===== config.mk =====
export PLATFORM = sky130hd
export DESIGN_NAME = rme_isqrt
export DESIGN_NICKNAME = d
export VERILOG_FILES = /design/src/rme_pkg.sv /design/src/rme_isqrt.sv
export SDC_FILE = /design/constraint.sdc
export NUM_CORES = 1
export LEC_CHECK = 0
export CAP_MARGIN = 15
export CORE_MARGIN = 8
export CORE_UTILIZATION = 50
export CTS_BUF_LIST = sky130_fd_sc_hd__clkbuf_4 sky130_fd_sc_hd__clkbuf_8
export CTS_CLUSTER_DIAMETER = 120
export DETAILED_ROUTE_END_ITERATION = 8
export DONT_BUFFER_PORTS = 1
export PLACE_DENSITY = 0.63
export SYNTH_ARGS = -nofsm -noshare
export SYNTH_HDL_FRONTEND = slang
export SYNTH_SLANG_ARGS = --single-unit
export TNS_END_PERCENT = 100

===== constraint.sdc =====
create_clock -name i_clk -period 6.9 [get_ports i_clk]
set_input_delay 0.69 -clock i_clk [delete_from_list [all_inputs] [get_ports i_clk]]
set_output_delay 0.69 -clock i_clk [all_outputs]
set_load 0.02 [all_outputs]

===== src/rme_pkg.sv =====
package rme_pkg;

    // cordic accumulator width: 18 integer bits plus 16 fraction bits, with margin
    localparam int unsigned CW = 36;

    localparam logic [31:0] ZQ_POS = 32'h4000_0000;
    localparam logic [31:0] ZQ_NEG = 32'hC000_0000;

    typedef struct packed {
        logic signed [15:0] r00;
        logic signed [15:0] r10;
        logic signed [15:0] r20;
        logic signed [15:0] r21;
        logic signed [15:0] r22;
        logic signed [15:0] r11;
        logic signed [15:0] r12;
    } t_mat;

    // atan(2^-i) in units of 2^-32 turn
    function automatic logic [31:0] atan_lut(input logic [4:0] idx);
        logic [31:0] v;
        case (idx)
            5'd0: v = 32'd536870912;
            5'd1: v = 32'd316933406;
            5'd2: v = 32'd167458907;
            5'd3: v = 32'd85004756;
            5'd4: v = 32'd42667331;
            5'd5: v = 32'd21354465;
            5'd6: v = 32'd10679838;
            5'd7: v = 32'd5340245;
            5'd8: v = 32'd2670163;
            5'd9: v = 32'd1335087;
            5'd10: v = 32'd667544;
            5'd11: v = 32'd333772;
            5'd12: v = 32'd166886;
            5'd13: v = 32'd83443;
            5'd14: v = 32'd41722;
            5'd15: v = 32'd20861;
            5'd16: v = 32'd10430;
            5'd17: v = 32'd5215;
            5'd18: v = 32'd2608;
            5'd19: v = 32'd1304;
            5'd20: v = 32'd652;
            5'd21: v = 32'd326;
            5'd22: v = 32'd163;
            5'd23: v = 32'd81;
            5'd24: v = 32'd41;
            5'd25: v = 32'd20;
            5'd26: v = 32'd10;
            5'd27: v = 32'd5;
            5'd28: v = 32'd3;
            5'd29: v = 32'd1;
            5'd30: v = 32'd1;
            default: v = 32'd0;
        endcase
        return v;
    endfunction

endpackage


===== src/rme_isqrt.sv =====
module rme_isqrt (
    input  logic        i_clk,
    input  logic        i_en,
    input  logic [31:0] i_val,
    output logic [15:0] o_root
);
    import rme_pkg::*;

    localparam int unsigned NS = 16;

    logic [31:0] r_v    [NS];
    logic [31:0] r_root [NS];

    genvar k;
    generate
        for (k = 0; k < NS; k++) begin : g_st
            logic [31:0] bit_k;
            logic [31:0] v_in;
            logic [31:0] root_in;
            logic [32:0] trial;
            logic [31:0] n_v;
            logic [31:0] n_root;

            assign bit_k = 32'd1 << (30 - 2 * k);
            if (k == 0) begin : g_first
                assign v_in    = i_val;
                assign root_in = '0;
            end else begin : g_rest
                assign v_in    = r_v[k-1];
                assign root_in = r_root[k-1];
            end

            always_comb begin
                trial = {1'b0, root_in} + {1'b0, bit_k};
                if ({1'b0, v_in} >= trial) begin
                    n_v    = v_in - trial[31:0];
                    n_root = (root_in >> 1) + bit_k;
                end else begin
                    n_v    = v_in;
                    n_root = root_in >> 1;
                end
            end

            always_ff @(posedge i_clk) begin
                if (i_en) begin
                    r_v[k]    <= n_v;
                    r_root[k] <= n_root;
                end
            end
        end
    endgenerate

    assign o_root = r_root[NS-1][15:0];

endmodule


==> reports/qor.txt <==
Outcome - finished with violations
Failing checks - slew limit
Cells after Synth - 2,268
VDD IR-drop max - 0.2009 mV
Chip width - 258.4 um
Max Slew Vio Count - 509
Minimum clock period - 3.696 ns
Crit share post-route - 53.57%
Clk_skew - 0.05414 ns
DP Worst Slack - 3.236 ns
CP Capture Type - flip-flop
Longest Clk Path Bufs - 3
PortBufs - 0
Mean Syn Cell Area - 12.96 um^2
DPL Wire Length - 43,230 um
Critical path's most frequent cell - a211oi_1
Sequential area share after synthesis - 62.95%
Layout net count - 2,557
Post-CTS sizing - 0
CTS H-tree depth - 3
Syn nets - 2,452
DR pass1 iterations - 5
Unrepaired setup endpoints after global routing - no
Initial antenna violation count - 1
Commonest cells after routing, fill and taps aside - edfxtp_1, inv_1, ha_1, nand2_1, nor2_1
GRT Util Overall - 17.89%
Cell Chain, Critical Path - ha_1 > o21ai_0 > a211oi_1 > a211oi_1 > o211ai_2 > nand3_1 > nor4_1 > xor2_1
Slowest stage delay, CP - 0.88 ns
#FFs+latches synth - 616
Number of global-route vias before repair - 18,140
Pwr Density - 303.3 mW/mm^2
Lkg Pwr - 12.23 nW
Clk sinks - 616
P&R area growth vs syn - 11.06%
Final setup vio count - 0
First-pass GRT wire length - 95,680 um
Worst-Margin Slew - 2.553 ns
WP data required - 7.32 ns
Worst Setup Path Type - flip-flop to flip-flop
Io pins - 50
Final WS setup - 3.204 ns
Core area - 0.05857 mm^2
FMAX - 270.5 MHz
Clock Latency Late Sink - 0.70 ns
Placer congestion estimate - 0.8877
Via density - 5.559
Root buffer cell - clkbuf_8
CP max FO - 25
Routed wire length - 60,620 um
Clock transition at path regs - 0.06 ns
Share of layout cells above drive strength 1 - 8.972%
Syn Std Cell Area - 0.02938 mm^2
Yosys cell types - 89
Bufs and invs on worst path - 0
Grt ovf - 0
DRC errors left - 0
CTS tree - yes
Main synth FF type - edfxtp_1
Count of max-cap constraint violations - 0
Crit path launch type - flip-flop
CP arrival - 4.11 ns
Hold Path Class - input port to flip-flop
Slowest cell on the critical path - o211ai_2
Worst slew margin - -70.19%
Cell family with most CP delay - compound AO/OA/AOI/OAI gates
DIE HEIGHT - 258.4 um
Remaining antenna violation count - 0
Final Hold Viols - 0
Cts bufs inserted - 102
Initial drt markers - 1,134
Die area - 0.06678 mm^2
Pin count of the biggest net entering global routing - 617
Number of synthesized flops with an enable pin - 616
Setup TNS - 0 ns
WL/cell - 18.79 um
Ys async rst share - 0%
# fillers - 4,803
Initial Util - 50.16%
Commonest non-fill, non-tap cell in the layout - edfxtp_1
Vias after detailed routing - 17,930
Rows - 89
YS warnings - 0
-- where the power goes --
part / internal [W] / switching [W]
Sequential: 0.00471 / 0.000363
Clock: 0.00184 / 0.00148
Combinational: 0.000689 / 0.000815
Total: 0.00724 / 0.00266
-- cell type report --
type / instances / area [um^2] / share of cell area (%)
inverters: 181 / 679.4 / 2.082
multi-input cells: 1438 / 10040 / 30.77
repair buffers: 34 / 330.3 / 1.012
well taps: 773 / 967.2 / 2.964
clock inverters: 55 / 515.5 / 1.580
diodes: 1 / 2.502 / 0.007668
flip-flops and latches: 616 / 18500 / 56.68
clock buffers: 128 / 1599 / 4.900
-- what timing repair did --
action,in CTS,in global routing
setup buffers,0,0
hold buffers,30,0
hold endpoints to repair,30,0
-- worst paths after layout --
check / endpoint / cells past startpoint / slack, ns / startpoint
max: r_v[1][94] / 8 / 3.20 / r_v[1][44]
max reg2reg: r_v[1][94] / 8 / 3.20 / r_v[1][44]
min: r_v[0][221] / 0 / 0.19 / i_en
min reg2reg: r_root[1][172] / 0 / 0.43 / r_root[1][141]
-- state kept, by name (all words and copies together), names as in the netlist --
register / flops
r_root: 136
r_v: 480
-- cells in the mapped netlist, types with 34 or more instances --
| cell | number | share of area [%] |
|---|---|---|
| a21oi_1 | 113 | 1.9 |
| edfxtp_1 | 616 | 63 |
| ha_1 | 150 | 6.4 |
| inv_1 | 180 | 2.3 |
| nand2_1 | 147 | 1.9 |
| nand3_1 | 34 | 0.58 |
| nor2_1 | 131 | 1.7 |
| nor3_1 | 75 | 1.3 |
| nor4_1 | 70 | 1.5 |
| o21a_1 | 34 | 0.87 |
| o21ai_0 | 98 | 1.7 |
| xnor2_1 | 90 | 2.7 |
| xor2_1 | 94 | 2.8 |
-- metal layers --
| layer | vias to the layer above | global-route usage, % | wire length [um] |
|---|---|---|---|
| met5 | - | 0 | 0 |
| met4 | 0 | 5.608 | 1572 |
| met3 | 123 | 3.268 | 1846 |
| met2 | 294 | 33.94 | 33120 |
| met1 | 8756 | 20.10 | 24080 |
| li1 | 8760 | - | - |
-- stage by stage --
stage / area (um^2) / utilization, % / hold WS (ns) / instances / power [W]
after floorplan: 29380 / - / 0.4166 / 2268 / 0.006166
after global placement: 30220 / 51.59 / 0.4241 / 3012 / 0.006583
after detailed placement: 30220 / 51.59 / 0.4325 / 3012 / 0.006628
after CTS: 32630 / 55.71 / 0.1413 / 3225 / 0.01000
after global routing: 32630 / 55.71 / 0.1054 / 3226 / 0.01036
final: 32630 / 55.71 / 0.1873 / 3226 / 0.009896
-- cells by family (layout without fill, tap and decap cells) --
| family | after synthesis | in the layout | share of synthesized area (%) |
|---|---|---|---|
| AOI/OAI and AO/OA | 404 | 404 | 8.968 |
| xor gates and xnor gates | 184 | 184 | 5.485 |
| adders and majority gates | 150 | 150 | 6.387 |
| buffers and inverters | 214 | 398 | 2.891 |
| DFF | 616 | 616 | 62.95 |
| muxes | 24 | 24 | 0.8942 |
| other | 0 | 1 | 0 |
| and+or+nand+nor | 676 | 676 | 12.42 |
Note: power is estimated with default switching activity, not from simulation.
