$ cat src/rme_pkg.sv
package rme_pkg;

    // cordic accumulator width: 18 integer bits plus 16 fraction bits, with margin
    localparam int unsigned CW = 36;

    localparam logic [31:0] ZQ_POS = 32'h4000_0000;
    localparam logic [31:0] ZQ_NEG = 32'hC000_0000;

    typedef struct packed {
        logic signed [15:0] r00;
        logic signed [15:0] r10;
        logic signed [15:0] r20;
        logic signed [15:0] r21;
        logic signed [15:0] r22;
        logic signed [15:0] r11;
        logic signed [15:0] r12;
    } t_mat;

    // atan(2^-i) in units of 2^-32 turn
    function automatic logic [31:0] atan_lut(input logic [4:0] idx);
        logic [31:0] v;
        case (idx)
            5'd0: v = 32'd536870912;
            5'd1: v = 32'd316933406;
            5'd2: v = 32'd167458907;
            5'd3: v = 32'd85004756;
            5'd4: v = 32'd42667331;
            5'd5: v = 32'd21354465;
            5'd6: v = 32'd10679838;
            5'd7: v = 32'd5340245;
            5'd8: v = 32'd2670163;
            5'd9: v = 32'd1335087;
            5'd10: v = 32'd667544;
            5'd11: v = 32'd333772;
            5'd12: v = 32'd166886;
            5'd13: v = 32'd83443;
            5'd14: v = 32'd41722;
            5'd15: v = 32'd20861;
            5'd16: v = 32'd10430;
            5'd17: v = 32'd5215;
            5'd18: v = 32'd2608;
            5'd19: v = 32'd1304;
            5'd20: v = 32'd652;
            5'd21: v = 32'd326;
            5'd22: v = 32'd163;
            5'd23: v = 32'd81;
            5'd24: v = 32'd41;
            5'd25: v = 32'd20;
            5'd26: v = 32'd10;
            5'd27: v = 32'd5;
            5'd28: v = 32'd3;
            5'd29: v = 32'd1;
            5'd30: v = 32'd1;
            default: v = 32'd0;
        endcase
        return v;
    endfunction

endpackage

$ cat src/rme_cordic.sv
module rme_cordic #(
    parameter int unsigned STAGES = 16
) (
    input  logic               i_clk,
    input  logic               i_en,
    input  logic signed [16:0] i_y,
    input  logic signed [16:0] i_x,
    output logic [15:0]        o_angle
);
    import rme_pkg::*;

    localparam int unsigned NS = (STAGES < 32) ? STAGES : 32;

    logic signed [CW-1:0] r_x [NS+1];
    logic signed [CW-1:0] r_y [NS+1];
    logic [31:0]          r_z [NS+1];
    logic                 r_zero [NS+1];

    logic signed [CW-1:0] sx;
    logic signed [CW-1:0] sy;
    logic [31:0]          rnd;

    assign sx = {{(CW-33){i_x[16]}}, i_x, 16'd0};
    assign sy = {{(CW-33){i_y[16]}}, i_y, 16'd0};

    // quadrant fold so the vector starts in the right half plane
    always_ff @(posedge i_clk) begin
        if (i_en) begin
            r_zero[0] <= (i_x == '0) && (i_y == '0);
            if (sx < 0) begin
                if (sy >= 0) begin
                    r_x[0] <= sy;
                    r_y[0] <= -sx;
                    r_z[0] <= ZQ_POS;
                end else begin
                    r_x[0] <= -sy;
                    r_y[0] <= sx;
                    r_z[0] <= ZQ_NEG;
                end
            end else begin
                r_x[0] <= sx;
                r_y[0] <= sy;
                r_z[0] <= '0;
            end
        end
    end

    genvar i;
    generate
        for (i = 0; i < NS; i++) begin : g_st
            always_ff @(posedge i_clk) begin
                if (i_en) begin
                    r_zero[i+1] <= r_zero[i];
                    if (r_y[i] >= 0) begin
                        r_x[i+1] <= r_x[i] + (r_y[i] >>> i);
                        r_y[i+1] <= r_y[i] - (r_x[i] >>> i);
                        r_z[i+1] <= r_z[i] + atan_lut(5'(i));
                    end else begin
                        r_x[i+1] <= r_x[i] - (r_y[i] >>> i);
                        r_y[i+1] <= r_y[i] + (r_x[i] >>> i);
                        r_z[i+1] <= r_z[i] - atan_lut(5'(i));
                    end
                end
            end
        end
    endgenerate

    assign rnd     = r_z[NS] + 32'h0000_8000;
    assign o_angle = r_zero[NS] ? 16'd0 : rnd[31:16];

endmodule

$ cat config.mk
export PLATFORM = sky130hd
export DESIGN_NAME = rme_cordic
export DESIGN_NICKNAME = d
export VERILOG_FILES = /design/src/rme_pkg.sv /design/src/rme_cordic.sv
export SDC_FILE = /design/constraint.sdc
export NUM_CORES = 2
export LEC_CHECK = 0
export BUFFER_PORTS_ARGS = -buffer_cell sky130_fd_sc_hd__buf_2
export CAP_MARGIN = 20
export CORE_UTILIZATION = 56
export CTS_CLUSTER_DIAMETER = 120
export DETAILED_ROUTE_END_ITERATION = 10
export PLACE_DENSITY = 0.77
export SYNTH_ARGS = -nofsm -noshare
export SYNTH_HDL_FRONTEND = slang
export SYNTH_SLANG_ARGS = --single-unit
$ cat constraint.sdc
create_clock -name i_clk -period 14.5 [get_ports i_clk]
set_input_delay 0.725 -clock i_clk [delete_from_list [all_inputs] [get_ports i_clk]]
set_output_delay 0.725 -clock i_clk [all_outputs]
set_load 0.01 [all_outputs]
==> results.rst <==
.. list-table::
   :header-rows: 1

   * - Metric
     - Value
   * - Cell variety after synth
     - 97
   * - Fraction of post-synthesis cell area in the top cell type by area
     - 35.3%
   * - Clock insertion delay at the later pin of the skew report
     - 840 ps
   * - Dpl hpwl
     - 232,000 um
   * - Fin cells
     - 14,900
   * - Top FF cell, synth
     - edfxtp_1
   * - Placed cell count
     - 14,600
   * - Post-CTS sizing
     - 0
   * - CP delay by family, top
     - compound AO/OA/AOI/OAI gates
   * - Class of the worst hold path
     - in -> reg
   * - Fin Setup TNS
     - 0 ps
   * - Fraction of synthesis flops using an asynchronous set or reset pin
     - 0%
   * - Critical setup path kind
     - in -> reg
   * - Port-buffer cells
     - 51
   * - DRT Pass-1 Iters
     - 8
   * - Transition time of the tightest slew-check pin
     - 1130 ps
   * - Maximum number of pins on one net before global-route repair
     - 195
   * - CTS max path bufs
     - 3
   * - Postcts setup bufs
     - 0
   * - Leading cell type in the layout, fill and taps excluded
     - edfxtp_1
   * - Kind of end point of the critical path
     - flip-flop
   * - Detailed-route wire length
     - 298,000 um
   * - Antenna violations before repair
     - 6
   * - Worst Path Arrival
     - 6530 ps
   * - Total GRT Usage
     - 28.0%
   * - Result of the run
     - complete, no violations
   * - Number of antenna-violating nets in the routed design
     - 0
   * - Yosys top cell by area
     - edfxtp_1
   * - Maximum fanout along the worst path
     - 114
   * - Critical Path Start
     - i_en
   * - Slowest-stage cell, CP
     - inv_2
   * - DRC
     - 0
   * - Max Cap Violations
     - 0
   * - Worst slew slack as a fraction of its limit
     - 24.3%
   * - Final number of max-transition violations
     - 0
   * - Share of cells above drive strength 1
     - 3.84%
   * - Core area
     - 203,000 sq um
   * - Buffers and inverters on the worst path
     - 4
   * - Sequential area share after synthesis
     - 35.3%
   * - Number of buffers added to fix hold violations after cts
     - 0
   * - Most common cell on crit path
     - buf_12
   * - CTS tree
     - done
   * - Number of nets in the synthesized netlist
     - 13,500
   * - Hold violation total from the final report
     - 0
   * - Fmax achieved
     - 0.168 GHz
   * - Slowest cell delay on critical path
     - 740 ps
   * - RePlAce Congestion
     - 0.965
   * - Crit start category
     - input pin
   * - Area added between synthesis and finish
     - 7.52%
   * - Origin of the critical flop-to-flop path
     - r_y[12][35]
   * - Chip width
     - 455 um
   * - Number of flops mapped to enable cells by yosys
     - 1,351
   * - Count of yosys warnings during synthesis
     - 0
   * - Worst Clk Skew
     - 38.6 ps
   * - I/O pin cnt
     - 52
   * - Reg-to-reg slack, setup
     - 8700 ps
   * - Number of DRC violations after detailed-routing iteration 0
     - 7,238
   * - # H-tree levels
     - 4
   * - Final period utilization
     - 41.0%
   * - Number of register bits inferred by synthesis
     - 1,351
   * - Total Die Area
     - 207,000 sq um
   * - Initial standard-cell utilization of the core
     - 56.6%
   * - Standard-cell rows
     - 165
   * - Cells after synthesis
     - 12,100
   * - Leading cell types in the layout, fill and taps excluded
     - edfxtp_1 (1,351), ha_1 (1,314), a21oi_1 (1,153)
   * - Vias after detailed routing
     - 92,300
   * - Required time of the critical path
     - 15,080 ps
   * - Clock-pin slew of the registers on the worst-case setup and hold paths
     - 60 ps
   * - Launch point of the worst hold path
     - i_y[0]
   * - Clk root buf
     - clkbuf_16
   * - Routed len/inst
     - 19.9 um
   * - Minimum clock period after layout
     - 5950 ps
   * - Average cell area after synthesis
     - 9.52 sq um
   * - Overall overflow remaining after global route
     - 0
   * - Number of clock sinks seen by CTS
     - 1,351
   * - Ordered list of cells on the worst path
     - buf_12 > buf_12 > nand2_1 > buf_4 > inv_2 > nor2_1 > xor2_1 > fa_1 > a21o_1 > a21oi_2 > o21ai_1 > a31oi_2 > a211oi_1 > or3_1 > a41o_1 > a2111oi_1 > o31ai_1 > a21oi_1 > xnor2_1
   * - First-pass GRT wire length
     - 470,000 um
   * - Final net count
     - 13,500
   * - Per-cell via count in the routed design
     - 6.18
   * - Number of clock buffers inserted by TritonCTS
     - 160
   * - Vias in the first global route
     - 88,500
   * - Setup-failing EPs final
     - 0
   * - Post-synth design cell area
     - 115,000 sq um
   * - DIE HEIGHT
     - 455 um
   * - Most area-consuming cells after synthesis
     - edfxtp_1 (35%), ha_1 (14%), xnor2_1 (8.5%)
   * - RSZ-0062 raised after global routing
     - no
-- kinds of logic (layout without fill, tap and decap cells) --
family                   count (synthesis)  in the layout  synth area share (%)
AO/OA/AOI/OAI                         3624           3624                  20.1
AND/OR/NAND/NOR                       3296           3296                  13.8
XOR/XNOR                              1744           1744                  13.3
flip-flops                            1351           1351                  35.3
adder cells (fa/ha/maj)               1348           1348                  14.9
buffers and inverters                  665            843                  2.18
multiplexers                            50             50                 0.449
other                                    0              1                     0
-- path summary, 6_finish.rpt --
check | to | cells past startpoint
min reg2reg | r_z[12][1] | 0
max | r_y[7][35] | 19
min | r_x[0][16] | 3
max reg2reg | r_y[13][34] | 18
-- state kept, by name, indices dropped and copies added, names as in the netlist --
| register | count |
|---|---|
| r_y | 459 |
| r_x | 448 |
| r_zero | 17 |
| r_z | 427 |
-- metrics by stage --
step                utilization, %  setup slack (ps)  hold slack (ps)  area (sq um)
finish                        60.9              8550              231        124000
global route                  60.9              8210              220        124000
CTS                           60.8              8700              177        124000
detailed placement            58.2              7830              408        118000
global placement              58.2              7930              400        118000
floorplan                        -              9000              400        115000
-- cell usage after synthesis (45+ instances only) --
master / n
edfxtp_1: 1351
ha_1: 1314
a21oi_1: 1153
xnor2_1: 1118
nor2_1: 985
nand2_1: 753
o21ai_0: 651
xor2_1: 625
a21o_1: 559
inv_1: 445
nor3_1: 309
nand2b_1: 217
nand3_1: 189
o21a_1: 183
clkbuf_1: 177
nor2b_1: 172
o31ai_1: 168
a31oi_1: 124
or3_1: 124
o21bai_1: 121
and3_1: 117
a211oi_1: 105
nand4_1: 79
nor4_1: 75
o21ai_1: 70
and2_1: 69
o41ai_1: 65
or4_1: 49
or2_2: 46
o211ai_1: 45
-- metal layers --
metal | part of all wire (%) | global-route usage [%] | up-vias
met3 | 5.3 | 3.13 | 585
met4 | 4.0 | 11.0 | 2
met1 | 43 | 36.1 | 44000
met5 | 0.0067 | 0 | -
li1 | - | - | 45000
met2 | 48 | 47.9 | 2693
-- worst reg2reg max path: stages (launching register included) --
cell and delay [ps]:
edfxtp_1 600, nand2_1 280, buf_4 350, inv_2 510
buf_4 420, nor2_1 110, xor2_1 220, ha_1 330
a211o_1 330, a21oi_1 150, o31ai_1 130, o311ai_1 410
nand4b_1 280, a31oi_1 320, nor2b_1 270, o211ai_1 150
a311oi_1 420, o21ai_1 140, xor2_1 150
-- cell type report --
| class | instances | area [sq um] |
|---|---|---|
| fill | 17000 | 79500 |
| multi-input combinational | 10100 | 71900 |
| sequential | 1351 | 40600 |
| clock buffer | 180 | 4100 |
| tap | 2672 | 3340 |
| inverter | 455 | 1710 |
| clock inverter | 110 | 1290 |
| timing repair buffer | 98 | 713 |
| antenna | 1 | 2.50 |
Power is left out: the tool's default activity adds up to more than one toggle a clock period on the data nets, which glitch-free logic cannot reach.
